[src/design/led_pwm_pkg.sv]
// Shared types, constants and the tangent table for the LED pixel PWM encoder.
// No dependencies.

package led_pwm_pkg;

    localparam int BitsPerPixel      = 24;
    localparam int ScaleFracBitsDef  = 16;
    localparam int TableFrac         = 16;
    localparam int MaxAngle          = 45;
    localparam int MaxSlots          = 64;
    localparam int QueueDepth        = 4;
    localparam int CntW              = $clog2(MaxSlots);
    localparam int CfgIdxW           = 3;
    localparam int CfgDataW          = 8;

    localparam logic [5:0] BrightnessRst = 6'd45;
    localparam logic [7:0] OneCodeRst    = 8'd60;
    localparam logic [7:0] ZeroCodeRst   = 8'd30;
    localparam logic [6:0] ResetSlotsRst = 7'd50;

    localparam logic OpPixel = 1'b0;
    localparam logic OpLatch = 1'b1;

    typedef enum logic [CfgIdxW-1:0] {
        CfgBrightness = 3'd0,
        CfgOneCode    = 3'd1,
        CfgZeroCode   = 3'd2,
        CfgResetSlots = 3'd3
    } t_cfg_idx;

    typedef struct packed {
        logic [5:0] brightness;
        logic [7:0] one_code;
        logic [7:0] zero_code;
        logic [6:0] reset_slots;
    } t_cfg;

    typedef struct packed {
        logic                    is_latch;
        logic [BitsPerPixel-1:0] word;
    } t_item;

    // round(tan(d) * 2^16), angles above the top entry saturate
    function automatic logic [16:0] tan_q16(input logic [5:0] angle);
        logic [16:0] t;
        case (angle)
            6'd0:  t = 17'd0;
            6'd1:  t = 17'd1144;
            6'd2:  t = 17'd2289;
            6'd3:  t = 17'd3435;
            6'd4:  t = 17'd4583;
            6'd5:  t = 17'd5734;
            6'd6:  t = 17'd6888;
            6'd7:  t = 17'd8047;
            6'd8:  t = 17'd9210;
            6'd9:  t = 17'd10380;
            6'd10: t = 17'd11556;
            6'd11: t = 17'd12739;
            6'd12: t = 17'd13930;
            6'd13: t = 17'd15130;
            6'd14: t = 17'd16340;
            6'd15: t = 17'd17560;
            6'd16: t = 17'd18792;
            6'd17: t = 17'd20036;
            6'd18: t = 17'd21294;
            6'd19: t = 17'd22566;
            6'd20: t = 17'd23853;
            6'd21: t = 17'd25157;
            6'd22: t = 17'd26478;
            6'd23: t = 17'd27818;
            6'd24: t = 17'd29179;
            6'd25: t = 17'd30560;
            6'd26: t = 17'd31964;
            6'd27: t = 17'd33392;
            6'd28: t = 17'd34846;
            6'd29: t = 17'd36327;
            6'd30: t = 17'd37837;
            6'd31: t = 17'd39378;
            6'd32: t = 17'd40951;
            6'd33: t = 17'd42560;
            6'd34: t = 17'd44205;
            6'd35: t = 17'd45889;
            6'd36: t = 17'd47615;
            6'd37: t = 17'd49385;
            6'd38: t = 17'd51202;
            6'd39: t = 17'd53070;
            6'd40: t = 17'd54991;
            6'd41: t = 17'd56970;
            6'd42: t = 17'd59009;
            6'd43: t = 17'd61113;
            6'd44: t = 17'd63287;
            default: t = 17'd65536;
        endcase
        return t;
    endfunction

endpackage

[src/design/led_pwm_front.sv]
// Front end: input stage, brightness scaling and GRB packing into queue items.
// Depends on led_pwm_pkg.

module led_pwm_front #(
    parameter int SCALE_FRACTION_BITS = led_pwm_pkg::ScaleFracBitsDef
) (
    input  logic                i_clk,
    input  logic                i_rst_n,
    input  logic                i_in_valid,
    output logic                o_in_ready,
    input  logic                i_op,
    input  logic [7:0]          i_red,
    input  logic [7:0]          i_green,
    input  logic [7:0]          i_blue,
    input  logic [5:0]          i_brightness,
    input  logic                i_full,
    output logic                o_push,
    output led_pwm_pkg::t_item  o_item
);

    localparam int F    = SCALE_FRACTION_BITS;
    localparam int EW   = F + 1;
    localparam int PW   = 8 + EW;
    localparam int Up   = (F >= led_pwm_pkg::TableFrac) ? (F - led_pwm_pkg::TableFrac) : 0;
    localparam int Dn   = (F < led_pwm_pkg::TableFrac) ? (led_pwm_pkg::TableFrac - F) : 0;
    localparam int WW   = 17 + Up + 1;
    localparam logic [WW-1:0] Half = (Dn > 0) ? (WW'(1) << (Dn - 1)) : '0;

    logic          r_a_valid;
    logic          r_a_op;
    logic [7:0]    r_a_red;
    logic [7:0]    r_a_green;
    logic [7:0]    r_a_blue;
    logic [EW-1:0] r_entry;
    logic [WW-1:0] n_entry_wide;
    logic [7:0]    w_r, w_g, w_b;

    function automatic logic [7:0] scale_ch(input logic [7:0] ch, input logic [EW-1:0] e);
        logic [PW-1:0] p;
        logic [8:0]    q;
        p = PW'(ch) * PW'(e);
        q = 9'(p >> F);
        return q[8] ? 8'hFF : q[7:0];
    endfunction

    assign n_entry_wide = ((WW'(led_pwm_pkg::tan_q16(i_brightness)) << Up) + Half) >> Dn;

    always_ff @(posedge i_clk) begin
        r_entry <= n_entry_wide[EW-1:0];
    end

    assign o_push     = r_a_valid && !i_full;
    assign o_in_ready = !r_a_valid || !i_full;

    always_ff @(posedge i_clk) begin
        if (!i_rst_n) begin
            r_a_valid <= 1'b0;
        end else if (o_in_ready) begin
            r_a_valid <= i_in_valid;
        end
    end

    always_ff @(posedge i_clk) begin
        if (o_in_ready && i_in_valid) begin
            r_a_op    <= i_op;
            r_a_red   <= i_red;
            r_a_green <= i_green;
            r_a_blue  <= i_blue;
        end
    end

    always_comb begin
        w_r = scale_ch(r_a_red, r_entry);
        w_g = scale_ch(r_a_green, r_entry);
        w_b = scale_ch(r_a_blue, r_entry);
        o_item.is_latch = (r_a_op == led_pwm_pkg::OpLatch);
        o_item.word     = o_item.is_latch ? '0 : {w_g, w_r, w_b};
    end

endmodule

[src/design/led_pwm_fifo.sv]
// Short item queue between front and back ends.
// Depends on led_pwm_pkg.

module led_pwm_fifo (
    input  logic                i_clk,
    input  logic                i_rst_n,
    input  logic                i_push,
    input  led_pwm_pkg::t_item  i_item,
    output logic                o_full,
    input  logic                i_pop,
    output logic                o_valid,
    output led_pwm_pkg::t_item  o_item
);

    localparam int Depth = led_pwm_pkg::QueueDepth;
    localparam int AW    = $clog2(Depth);

    led_pwm_pkg::t_item r_mem [Depth];
    logic [AW-1:0]      r_wr_ptr;
    logic [AW-1:0]      r_rd_ptr;
    logic [AW:0]        r_count;

    assign o_full  = (r_count == (AW+1)'(Depth));
    assign o_valid = (r_count != '0);
    assign o_item  = r_mem[r_rd_ptr];

    always_ff @(posedge i_clk) begin
        if (i_push) begin
            r_mem[r_wr_ptr] <= i_item;
        end
    end

    always_ff @(posedge i_clk) begin
        if (!i_rst_n) begin
            r_wr_ptr <= '0;
            r_rd_ptr <= '0;
            r_count  <= '0;
        end else begin
            if (i_push) r_wr_ptr <= r_wr_ptr + 1'b1;
            if (i_pop)  r_rd_ptr <= r_rd_ptr + 1'b1;
            r_count <= r_count + (AW+1)'(i_push) - (AW+1)'(i_pop);
        end
    end

    a_no_overflow: assert property (@(posedge i_clk) disable iff (!i_rst_n)
        !(i_push && o_full && !i_pop))
        else $error("queue push while full");

    a_no_underflow: assert property (@(posedge i_clk) disable iff (!i_rst_n)
        i_pop |-> o_valid)
        else $error("queue pop while empty");

endmodule

[src/design/led_pwm_back.sv]
// Back end: serialises queued items into duty slots with an output register.
// Depends on led_pwm_pkg.

module led_pwm_back (
    input  logic                i_clk,
    input  logic                i_rst_n,
    input  led_pwm_pkg::t_cfg   i_cfg,
    input  logic                i_q_valid,
    input  led_pwm_pkg::t_item  i_q_item,
    output logic                o_pop,
    output logic                o_out_valid,
    input  logic                i_out_ready,
    output logic [7:0]          o_duty,
    output logic                o_last
);

    localparam int BPP  = led_pwm_pkg::BitsPerPixel;
    localparam int CntW = led_pwm_pkg::CntW;

    logic                r_busy, n_busy;
    logic                r_latch, n_latch;
    logic [CntW-1:0]     r_cnt, n_cnt;
    logic [BPP-1:0]      r_word, n_word;
    logic                r_out_valid, n_out_valid;
    logic [7:0]          r_duty, n_duty;
    logic                r_last, n_last;
    logic                w_adv;
    logic [6:0]          w_slots;

    assign w_adv       = !r_out_valid || i_out_ready;
    assign o_out_valid = r_out_valid;
    assign o_duty      = r_duty;
    assign o_last      = r_last;

    always_comb begin
        if (i_cfg.reset_slots == 7'd0) begin
            w_slots = 7'd1;
        end else if (i_cfg.reset_slots > 7'(led_pwm_pkg::MaxSlots)) begin
            w_slots = 7'(led_pwm_pkg::MaxSlots);
        end else begin
            w_slots = i_cfg.reset_slots;
        end
    end

    always_comb begin
        n_busy      = r_busy;
        n_latch     = r_latch;
        n_cnt       = r_cnt;
        n_word      = r_word;
        n_out_valid = r_out_valid;
        n_duty      = r_duty;
        n_last      = r_last;
        o_pop       = 1'b0;
        if (w_adv) begin
            n_out_valid = 1'b0;
            if (r_busy) begin
                n_out_valid = 1'b1;
                n_duty      = r_latch ? 8'd0 :
                              (r_word[BPP-1] ? i_cfg.one_code : i_cfg.zero_code);
                n_last      = (r_cnt == CntW'(1));
                n_word      = {r_word[BPP-2:0], 1'b0};
                n_cnt       = r_cnt - 1'b1;
                n_busy      = (r_cnt != CntW'(1));
            end else if (i_q_valid) begin
                o_pop       = 1'b1;
                n_out_valid = 1'b1;
                n_latch     = i_q_item.is_latch;
                n_word      = {i_q_item.word[BPP-2:0], 1'b0};
                if (i_q_item.is_latch) begin
                    n_duty = 8'd0;
                    n_cnt  = CntW'(w_slots - 7'd1);
                end else begin
                    n_duty = i_q_item.word[BPP-1] ? i_cfg.one_code : i_cfg.zero_code;
                    n_cnt  = CntW'(BPP - 1);
                end
                n_last = (n_cnt == '0);
                n_busy = (n_cnt != '0);
            end
        end
    end

    always_ff @(posedge i_clk) begin
        if (!i_rst_n) begin
            r_busy      <= 1'b0;
            r_out_valid <= 1'b0;
        end else begin
            r_busy      <= n_busy;
            r_out_valid <= n_out_valid;
        end
    end

    always_ff @(posedge i_clk) begin
        r_latch <= n_latch;
        r_cnt   <= n_cnt;
        r_word  <= n_word;
        r_duty  <= n_duty;
        r_last  <= n_last;
    end

    a_busy_has_slots: assert property (@(posedge i_clk) disable iff (!i_rst_n)
        r_busy |-> (r_cnt != '0))
        else $error("busy with no slots remaining");

    a_pop_when_free: assert property (@(posedge i_clk) disable iff (!i_rst_n)
        o_pop |-> (!r_busy && w_adv))
        else $error("pop while a run is in progress");

endmodule

[src/design/led_pixel_pwm_encoder.sv]
// Top level of the LED pixel PWM encoder: configuration registers and wiring.
// Depends on led_pwm_pkg, led_pwm_front, led_pwm_fifo, led_pwm_back.

// A pixel item yields 24 duty slots (green, red, blue, MSB first) and a latch
// item yields reset_slots slots (1 to 64) of zero duty; the final slot of each
// run has o_last set. The output serialiser emits one slot per cycle unless
// i_out_ready stalls it; the input side takes one item per cycle until the
// input stage and four-entry queue are full, and an item reaching an idle
// block passes the input stage, the queue and the output register before its
// first slot is presented. Configuration writes are always ready
// and also reach items still held inside, so write only while the block is idle.

module led_pixel_pwm_encoder #(
    parameter int SCALE_FRACTION_BITS = led_pwm_pkg::ScaleFracBitsDef
) (
    input  logic                               i_clk,
    input  logic                               i_rst_n,
    input  logic                               i_in_valid,
    output logic                               o_in_ready,
    input  logic                               i_op,
    input  logic [7:0]                         i_red,
    input  logic [7:0]                         i_green,
    input  logic [7:0]                         i_blue,
    output logic                               o_out_valid,
    input  logic                               i_out_ready,
    output logic [7:0]                         o_duty,
    output logic                               o_last,
    input  logic                               i_cfg_valid,
    output logic                               o_cfg_ready,
    input  logic [led_pwm_pkg::CfgIdxW-1:0]    i_cfg_index,
    input  logic [led_pwm_pkg::CfgDataW-1:0]   i_cfg_data
);

    led_pwm_pkg::t_cfg  r_cfg;
    led_pwm_pkg::t_item w_push_item;
    led_pwm_pkg::t_item w_q_item;
    logic               w_push;
    logic               w_full;
    logic               w_pop;
    logic               w_q_valid;

    assign o_cfg_ready = 1'b1;

    always_ff @(posedge i_clk) begin
        if (!i_rst_n) begin
            r_cfg.brightness  <= led_pwm_pkg::BrightnessRst;
            r_cfg.one_code    <= led_pwm_pkg::OneCodeRst;
            r_cfg.zero_code   <= led_pwm_pkg::ZeroCodeRst;
            r_cfg.reset_slots <= led_pwm_pkg::ResetSlotsRst;
        end else if (i_cfg_valid) begin
            unique case (i_cfg_index)
                led_pwm_pkg::CfgBrightness: r_cfg.brightness  <= i_cfg_data[5:0];
                led_pwm_pkg::CfgOneCode:    r_cfg.one_code    <= i_cfg_data;
                led_pwm_pkg::CfgZeroCode:   r_cfg.zero_code   <= i_cfg_data;
                led_pwm_pkg::CfgResetSlots: r_cfg.reset_slots <= i_cfg_data[6:0];
                default: ;
            endcase
        end
    end

    led_pwm_front #(
        .SCALE_FRACTION_BITS(SCALE_FRACTION_BITS)
    ) u_front (
        .i_clk        (i_clk),
        .i_rst_n      (i_rst_n),
        .i_in_valid   (i_in_valid),
        .o_in_ready   (o_in_ready),
        .i_op         (i_op),
        .i_red        (i_red),
        .i_green      (i_green),
        .i_blue       (i_blue),
        .i_brightness (r_cfg.brightness),
        .i_full       (w_full),
        .o_push       (w_push),
        .o_item       (w_push_item)
    );

    led_pwm_fifo u_fifo (
        .i_clk   (i_clk),
        .i_rst_n (i_rst_n),
        .i_push  (w_push),
        .i_item  (w_push_item),
        .o_full  (w_full),
        .i_pop   (w_pop),
        .o_valid (w_q_valid),
        .o_item  (w_q_item)
    );

    led_pwm_back u_back (
        .i_clk       (i_clk),
        .i_rst_n     (i_rst_n),
        .i_cfg       (r_cfg),
        .i_q_valid   (w_q_valid),
        .i_q_item    (w_q_item),
        .o_pop       (w_pop),
        .o_out_valid (o_out_valid),
        .i_out_ready (i_out_ready),
        .o_duty      (o_duty),
        .o_last      (o_last)
    );

endmodule

[config.mk]
export PLATFORM = sky130hd
export DESIGN_NAME = led_pixel_pwm_encoder
export DESIGN_NICKNAME = d
export VERILOG_FILES = /design/src/design/led_pwm_pkg.sv /design/src/design/led_pwm_front.sv /design/src/design/led_pwm_fifo.sv /design/src/design/led_pwm_back.sv /design/src/design/led_pixel_pwm_encoder.sv
export SDC_FILE = /design/constraint.sdc
export NUM_CORES = 1
export LEC_CHECK = 0
export BUFFER_PORTS_ARGS = -buffer_cell sky130_fd_sc_hd__buf_2
export CORE_ASPECT_RATIO = 0.75
export CORE_MARGIN = 2
export CORE_UTILIZATION = 45
export DETAILED_ROUTE_END_ITERATION = 6
export PLACE_DENSITY_LB_ADDON = 0.15
export SLEW_MARGIN = 20
export SYNTH_ARGS = -nofsm -noshare
export SYNTH_HDL_FRONTEND = slang
export SYNTH_HIERARCHICAL = 1
export SYNTH_SLANG_ARGS = --single-unit
[constraint.sdc]
create_clock -name i_clk -period 4.79 [get_ports i_clk]
set_input_delay 0.958 -clock i_clk [delete_from_list [all_inputs] [get_ports i_clk]]
set_output_delay 0.958 -clock i_clk [all_outputs]
set_load 0.1 [all_outputs]
==> summary.md, run 1 <==
| Metric | Value |
|---|---|
| Status | `finished with violations` |
| Failing checks | `negative setup slack` |
| Worst VDD drop | `220 uV` |
| Total wire length | `52,600 um` |
| Min Tclk post-route | `4.99 ns` |
| Hold buffers post-CTS | `0` |
| CTS tree | `yes` |
| Simple logic cell fraction of the synthesized area | `16.9%` |
| Drt pass-1 iters | `5` |
| Clk_lat worst skew | `0.54 ns` |
| First-pass GRT wire length | `85,300 um` |
| Mapped Nets | `2,528` |
| Worst slew margin | `29.7%` |
| Post-DRT Antenna Nets | `0` |
| DR iter-0 viols | `1,006` |
| Yosys warns | `6` |
| Rows | `69` |
| Drc violations | `0` |
| Max Root-Sink Buffers | `3` |
| CTS Buf Count | `24` |
| GRT Total Usage | `21.2%` |
| Register area share after synthesis | `28.0%` |
| Post-DP HPWL | `38,200 um` |
| Worst path top cell family by delay | `adder cells` |
| Pwr Density | `301 nW/um^2` |
| P&R area growth vs syn | `22.0%` |
| Worst path most repeated cell | `fa_1` |
| Crit path kind | `reg -> reg` |
| Nets | `2,739` |
| Worst-path clk slew | `0.06 ns` |
| Adder-cell share of the synthesized area | `33.2%` |
| GPL Wtd Cong | `0.867` |
| Final Util | `55.8%` |
| Mapped Area | `21,700 um^2` |
| Cells after Synth | `2,072` |
| Fmax achieved | `0.200 GHz` |
| Width of the die | `258 um` |
| Worst path cell trace | `buf_6, and2_1, fa_1, fa_1, fa_1, inv_1, fa_1, inv_1, ha_1, nand2_4, a2111oi_4, a2111oi_4, o211ai_1, buf_4, a21oi_4, xnor2_2, buf_6, a21oi_2` |
| Commonest cells in the netlist | `345 x and2_1, 309 x inv_1, 268 x fa_1, 164 x edfxtp_1, 149 x nand2_1` |
| Io pins | `53` |
| Synthesized area per cell | `10.5 um^2` |
| Worst-margin pin slew | `1.06 ns` |
| Setup_tns | `-7.88 ns` |
| Setup WS pre-CTS | `-0.492 ns` |
| Sink Count | `222` |
| Die Y | `194 um` |
| Final Max Slew Viols | `0` |
| Via-to-Cell Ratio | `5.16` |
| Max_cap viols | `0` |
| Gr ovfl total | `0` |
| Overall power | `0.00798 W` |
| CP bufs+invs | `5` |
| Port Buffer Count | `51` |
| Area leader, netlist | `fa_1` |
| Crit path max fanout | `7` |
| Post-synthesis mux area share | `5.50%` |
| Initial antenna violation count | `0` |
| XOR/XNOR Fraction of Synth Area | `1.64%` |
| Pin count of the biggest net entering global routing | `64` |
| Top cells by area, synth | `fa_1 25%, edfxtp_1 23%, and2_1 9.9%` |
| Mean routed wirelength per cell | `17.9 um` |
| CP Launch Type | `flip-flop` |
| RSZ-0062 raised after global routing | `true` |
| Clk_skew | `0.0135 ns` |
| Number of synthesized flops with an enable pin | `164` |
| Core box area | `47,500 um^2` |
| Initial Util | `45.7%` |
| Register bit count reported by yosys | `222` |
| Fillers | `4,055` |
| Layout cells sized above 1 | `24.6%` |
| Pleak | `11.9 nW` |
| Slowest-stage cell, CP | `fa_1` |
| Die Area | `50,100 um^2` |
| Synth top area share | `24.7%` |
| Most frequent cell after synthesis | `and2_1` |
| Async S/R FF share, synth | `0%` |
| Final setup vio count | `84` |
| Main combinational cell family by area after synthesis | `adder cells` |
| Compound-cell area share of the yosys netlist | `7.32%` |
| Critical Path AT | `5.36 ns` |
| Fin. Hold Viols | `0` |
| Htree depth | `1` |
| Worst Path Required | `5.16 ns` |
| Vias | `15,200` |
| Setup ws final | `-0.202 ns` |
| Number of global-route vias before repair | `16,200` |
| Synth cell types | `86` |
| Clk root buf | `clkbuf_16` |
| Main synth FF type | `edfxtp_1` |
| Crit end category | `flip-flop` |
| Final period util | `104%` |
| Peak per-stage delay on the critical path | `0.54 ns` |
| Worst min-delay path class | `reg -> reg` |
==> per-layer routing <==
layer / track usage (%) / wire [um]
met3: 2.85 / 2300
met1: 31.5 / 26000
met2: 33.8 / 23500
met5: 0 / 0
met4: 3.53 / 713
==> state kept, by name (all words and copies together), names as in the netlist, 2 cells and up, named ones only <==
name / flops
u_fifo/r_mem: 100
r_cfg: 29
u_back/r_word: 23
u_front/r_entry: 17
u_back/o_duty: 8
u_front/r_a_blue: 8
u_front/r_a_green: 8
u_front/r_a_red: 8
u_back/r_cnt: 6
u_fifo/r_count: 3
u_fifo/r_rd_ptr: 2
u_fifo/r_wr_ptr: 2
==> where the power goes <==
| group | internal (W) | leakage, nW | total [W] | switching (W) |
|---|---|---|---|---|
| clock network | 0.00110 | 0.395 | 0.00187 | 0.000776 |
| registers | 0.00252 | 2.03 | 0.00265 | 0.000136 |
| logic | 0.00147 | 9.50 | 0.00345 | 0.00198 |
| total | 0.00509 | 11.9 | 0.00798 | 0.00289 |
==> path summary, 6_finish.rpt <==
check                  startpoint                   to  slack (ns)  cells after the start
max          u_front/r_a_green[6]  u_fifo/r_mem[3][17]       -0.20                     18
min                     r_cfg[13]            r_cfg[13]        0.46                      2
max reg2reg  u_front/r_a_green[6]  u_fifo/r_mem[3][17]       -0.20                     18
min reg2reg             r_cfg[13]            r_cfg[13]        0.46                      2
==> logic make-up (layout without fill, tap and decap cells) <==
group	after synthesis	after routing
and+or+nand+nor	661	661
adders and majority gates	415	415
buffers and inverters	415	644
AOI/OAI and AO/OA	239	239
DFF	222	222
muxes	81	81
xor gates and xnor gates	38	38
other	1	2
==> placed cells by master (no fill, tap or decap), types with 15 or more instances in the layout <==
cell type	synthesis	final
nor2b_1	30	30
ha_4	0	25
buf_2	5	54
ha_1	147	118
fa_1	268	253
nor2_1	48	45
and2_4	1	31
mux4_2	22	22
xor2_1	20	16
fa_2	0	15
buf_4	2	175
dfxtp_1	58	44
buf_12	2	18
buf_6	1	35
nand2_1	149	144
inv_1	309	298
mux2i_1	32	31
mux2_2	22	22
o21ai_0	48	38
and2_1	345	313
clkbuf_16	0	29
nand3_1	18	16
a21oi_1	70	45
edfxtp_1	164	164
==> stage by stage <==
stage / hold WS [ns] / std cells / cell area [um^2]
floorplan: 0.434 / 2072 / 21700
global placement: 0.444 / 2845 / 24000
detailed placement: 0.449 / 2845 / 24000
CTS: 0.462 / 2921 / 25700
global route: 0.483 / 2940 / 26500
finish: 0.461 / 2941 / 26500
==> final cells by class <==
cell class                 count  area, um^2  share of cell area (%)
antenna                        1        2.50                 0.00944
clock buffer                  39         769                    2.90
clock inverter                 5        30.0                   0.113
inverter                     311        1170                    4.40
multi-input combinational   1435       15100                    57.0
sequential                   222        6130                    23.1
tap                          639         800                    3.02
timing repair buffer         289        2510                    9.48
==> worst register-to-register path, cell delays in order (launching register included) <==
cell and delay [ns]:
edfxtp_1 0.49, buf_6 0.17, and2_1 0.16, fa_1 0.54, fa_1 0.44, fa_1 0.49, inv_1 0.05, fa_1 0.50
inv_1 0.05, ha_1 0.34, nand2_4 0.07, a2111oi_4 0.40, a2111oi_4 0.15, o211ai_1 0.21, buf_4 0.18, a21oi_4 0.06
xnor2_2 0.14, buf_6 0.18, a21oi_2 0.21
==> timing repair <==
item                                    in CTS  in global routing
setup buffers                               30                 13
gates cloned                                 3                  4
gates resized for setup                    165                102
pin swaps                                   88                 69
endpoints found under the setup margin      96                 96
Note: power is estimated with default switching activity, not from simulation.
==> run 2, diff against run 1 <==
--- a/config.mk
+++ b/config.mk
@@ -5,6 +5,7 @@
 export SDC_FILE = /design/constraint.sdc
 export NUM_CORES = 1
 export LEC_CHECK = 0
+export ABC_AREA = 1
 export BUFFER_PORTS_ARGS = -buffer_cell sky130_fd_sc_hd__buf_2
 export CORE_ASPECT_RATIO = 0.75
 export CORE_MARGIN = 2
==> summary.md, run 2 <==
| Metric | Value |
|---|---|
| Vias | `19,400` |
| Area leader, netlist | `fa_1` |
| Yosys warns | `6` |
| Worst Path Required | `5.10 ns` |
| Worst VDD drop | `303 uV` |
| Hold buffers post-CTS | `0` |
| Async S/R FF share, synth | `0%` |
| Core box area | `51,900 um^2` |
| Max Root-Sink Buffers | `3` |
| Inserted Diodes | `0` |
| Main synth FF type | `edfxtp_1` |
| CTS Buf Count | `25` |
| Critical Path AT | `4.97 ns` |
| Sequential fraction of design power | `27.5%` |
| First-pass GRT wire length | `103,000 um` |
| Number of global-route vias before repair | `19,700` |
| Commonest non-fill, non-tap cell in the layout | `nand2_1` |
| Post-DRT Antenna Nets | `0` |
| Crit path max fanout | `7` |
| Hold Worst Slack | `0.460 ns` |
| GRT Total Usage | `23.1%` |
| Pwr Density | `378 nW/um^2` |
| Commonest cells in the netlist | `878 x nand2_1, 820 x inv_1, 268 x fa_1, 164 x edfxtp_1, 147 x ha_1` |
| Htree depth | `1` |
| Fin. Hold Viols | `0` |
| Multi-input logic area | `14,400 um^2` |
| Number of synthesized flops with an enable pin | `164` |
| Register bit count reported by yosys | `222` |
| Worst-margin pin slew | `0.901 ns` |
| Min Tclk post-route | `4.66 ns` |
| DR iter-0 viols | `1,443` |
| Port Buffer Count | `51` |
| Die Y | `203 um` |
| Layout cells sized above 1 | `10.9%` |
| Via-to-Cell Ratio | `4.95` |
| Final Max Slew Viols | `0` |
| Worst path cell trace | `buf_6, clkbuf_16, nand2_2, inv_2, fa_1, fa_1, fa_1, inv_2, fa_1, inv_2, ha_4, nand2_4, nor2_4, inv_2, nor3_2, nand2_2, nand3_2, nand2_2, nand2_4, buf_4, a21oi_1, buf_4` |
| CP Launch Type | `flip-flop` |
| Mean routed wirelength per cell | `15.6 um` |
| Post-synthesis mux area share | `0%` |
| Gr ovfl total | `0` |
| P&R area growth vs syn | `13.4%` |
| Reg area | `6090 um^2` |
| Status | `completed` |
| Synth cell types | `54` |
| Net switching power | `0.00448 W` |
| Rows | `72` |
| Worst slew margin | `39.7%` |
| Slowest-stage cell, CP | `fa_1` |
| Mapped Area | `23,800 um^2` |
| Fillers | `5,018` |
| Drt pass-1 iters | `6` |
| Worst min-delay path class | `reg -> reg` |
| Top flop regs | `u_fifo/r_mem x100, r_cfg x29, u_back/r_word x23` |
| Top cells by area, synth | `fa_1 23%, edfxtp_1 21%, nand2_1 14%` |
| Clk root buf | `clkbuf_16` |
| GPL Wtd Cong | `0.933` |
| Clk_skew | `0.0239 ns` |
| Peak per-stage delay on the critical path | `0.54 ns` |
| Initial Util | `45.9%` |
| Crit end category | `flip-flop` |
| Most frequent cell after synthesis | `nand2_1` |
| Worst-path clk slew | `0.07 ns` |
| Register area share after synthesis | `25.6%` |
| Crit path kind | `reg -> reg` |
| Switching part of the total | `43.8%` |
| Max_cap viols | `0` |
| Clk network pwr share | `19.5%` |
| Final period util | `97.4%` |
| Logic pwr share | `53.0%` |
| Die Area | `54,800 um^2` |
| Adder-cell share of the synthesized area | `30.3%` |
| Mapped Nets | `3,567` |
| Main combinational cell family by area after synthesis | `adder cells` |
| Largest reg by FF count | `u_fifo/r_mem` |
| Overall power | `0.0102 W` |
| Drc violations | `0` |
| Initial antenna violation count | `4` |
| Fmax achieved | `0.214 GHz` |
| Post-DP HPWL | `46,500 um` |
| XOR/XNOR Fraction of Synth Area | `0.515%` |
| Most frequent cells in the layout | `862 x nand2_1, 812 x inv_1, 264 x fa_1` |
| Flip-flop count of the largest register after layout | `100` |
| Sink Count | `222` |
| CP bufs+invs | `8` |
| Clk_lat worst skew | `0.57 ns` |
| Pleak | `15.6 nW` |
| Post-DP Area | `25,500 um^2` |
| Synth top area share | `22.5%` |
| Width of the die | `270 um` |
| Compound-cell area share of the yosys netlist | `7.90%` |
| Synthesized area per cell | `7.65 um^2` |
| Io pins | `53` |
| Final setup vio count | `0` |
| Simple logic cell fraction of the synthesized area | `20.2%` |
| Nets | `3,649` |
| Final Instance Area | `27,000 um^2` |
| Pint | `0.00574 W` |
| Worst path top cell family by delay | `adder cells` |
| Cells after Synth | `3,111` |
| RSZ-0062 raised after global routing | `true` |
| Total wire length | `61,100 um` |
| Pin count of the biggest net entering global routing | `81` |
| CTS tree | `yes` |
run 2: changes by cell type after synthesis, sizes merged, moves of 16 or more:
| cell | previous run | this run |
|---|---|---|
| nand2 | 149 | 893 |
| nor2b | 30 | 0 |
| mux2 | 22 | 0 |
| o211ai | 10 | 26 |
| a21oi | 71 | 134 |
| xor2 | 20 | 3 |
| mux2i | 32 | 0 |
| buf | 15 | 39 |
| and2 | 346 | 0 |
| mux4 | 27 | 0 |
| nand3 | 18 | 86 |
| nor2 | 48 | 152 |
| o21ai | 52 | 96 |
| inv | 309 | 824 |
run 2: through the flow:
stage	TNS [ns]	std cells	worst slack, ns	util (%)
6_report	0	3914	0.127	52.0
4_1_cts	-0.135	3898	-0.0201	50.8
2_1_floorplan	0	3111	0.309	-
5_1_grt	-1.17	3914	-0.0741	52.0
3_5_place_dp	-0.582	3853	-0.0378	49.2
3_3_place_gp	-0.150	3853	-0.0349	49.2
run 2: logic make-up (layout without fill, tap and decap cells):
kind of cell,count (synthesis),after routing
AO/OA/AOI/OAI,321,321
flip-flops,222,222
AND/OR/NAND/NOR,1186,1186
adder cells (fa/ha/maj),415,415
XOR/XNOR,14,14
other,1,1
buffers and inverters,952,1052
run 2: routing by layer:
metal	routed length [um]	vias up	GRT usage, %
li1	-	9456	-
met1	30100	9347	33.9
met2	26300	487	36.5
met3	3340	70	2.92
met4	1310	2	5.20
met5	13	-	0
run 2: power by group through the flow:
stage                     logic, W  registers, W  clock network, W
after floorplan            0.00331       0.00308                 0
after global placement     0.00498       0.00285                 0
after detailed placement   0.00502       0.00286                 0
after CTS                  0.00506       0.00282           0.00205
after global routing       0.00615       0.00285           0.00213
final                      0.00542       0.00281           0.00199
run 2: worst reg2reg max path, stage by stage (launching register included):
cell and delay (ns):
edfxtp_1 0.44, buf_6 0.16, clkbuf_16 0.15, nand2_2 0.07, inv_2 0.04, fa_1 0.52, fa_1 0.45, fa_1 0.54
inv_2 0.04, fa_1 0.51, inv_2 0.05, ha_4 0.28, nand2_4 0.06, nor2_4 0.13, inv_2 0.05, nor3_2 0.16
nand2_2 0.10, nand3_2 0.08, nand2_2 0.06, nand2_4 0.13, buf_4 0.13, a21oi_1 0.06, buf_4 0.17
run 2: layout make-up:
| cell class | instances | share of cell area [%] |
|---|---|---|
| multi-input combinational | 1937 | 53.4 |
| clock buffer | 32 | 2.60 |
| timing repair buffer | 183 | 6.20 |
| clock inverter | 13 | 0.514 |
| inverter | 824 | 11.5 |
| sequential | 222 | 22.6 |
| tap | 703 | 3.26 |
run 2: what timing repair did:
item,4_1_cts,5_1_grt
endpoints found under the setup margin,40,96
cloned,0,1
pin swaps,0,26
buffers inserted,0,14
resized for setup,1,109
run 2: worst paths after layout:
check / startpoint / to / slack (ns) / cells past startpoint
setup / recovery: u_front/r_a_green[7] / u_fifo/r_mem[2][21] / 0.13 / 22
hold / removal: u_fifo/r_rd_ptr[1] / flip-flop / 0.46 / 2
setup reg to reg: u_front/r_a_green[7] / u_fifo/r_mem[2][21] / 0.13 / 22
hold reg to reg: u_fifo/r_rd_ptr[1] / flip-flop / 0.46 / 2
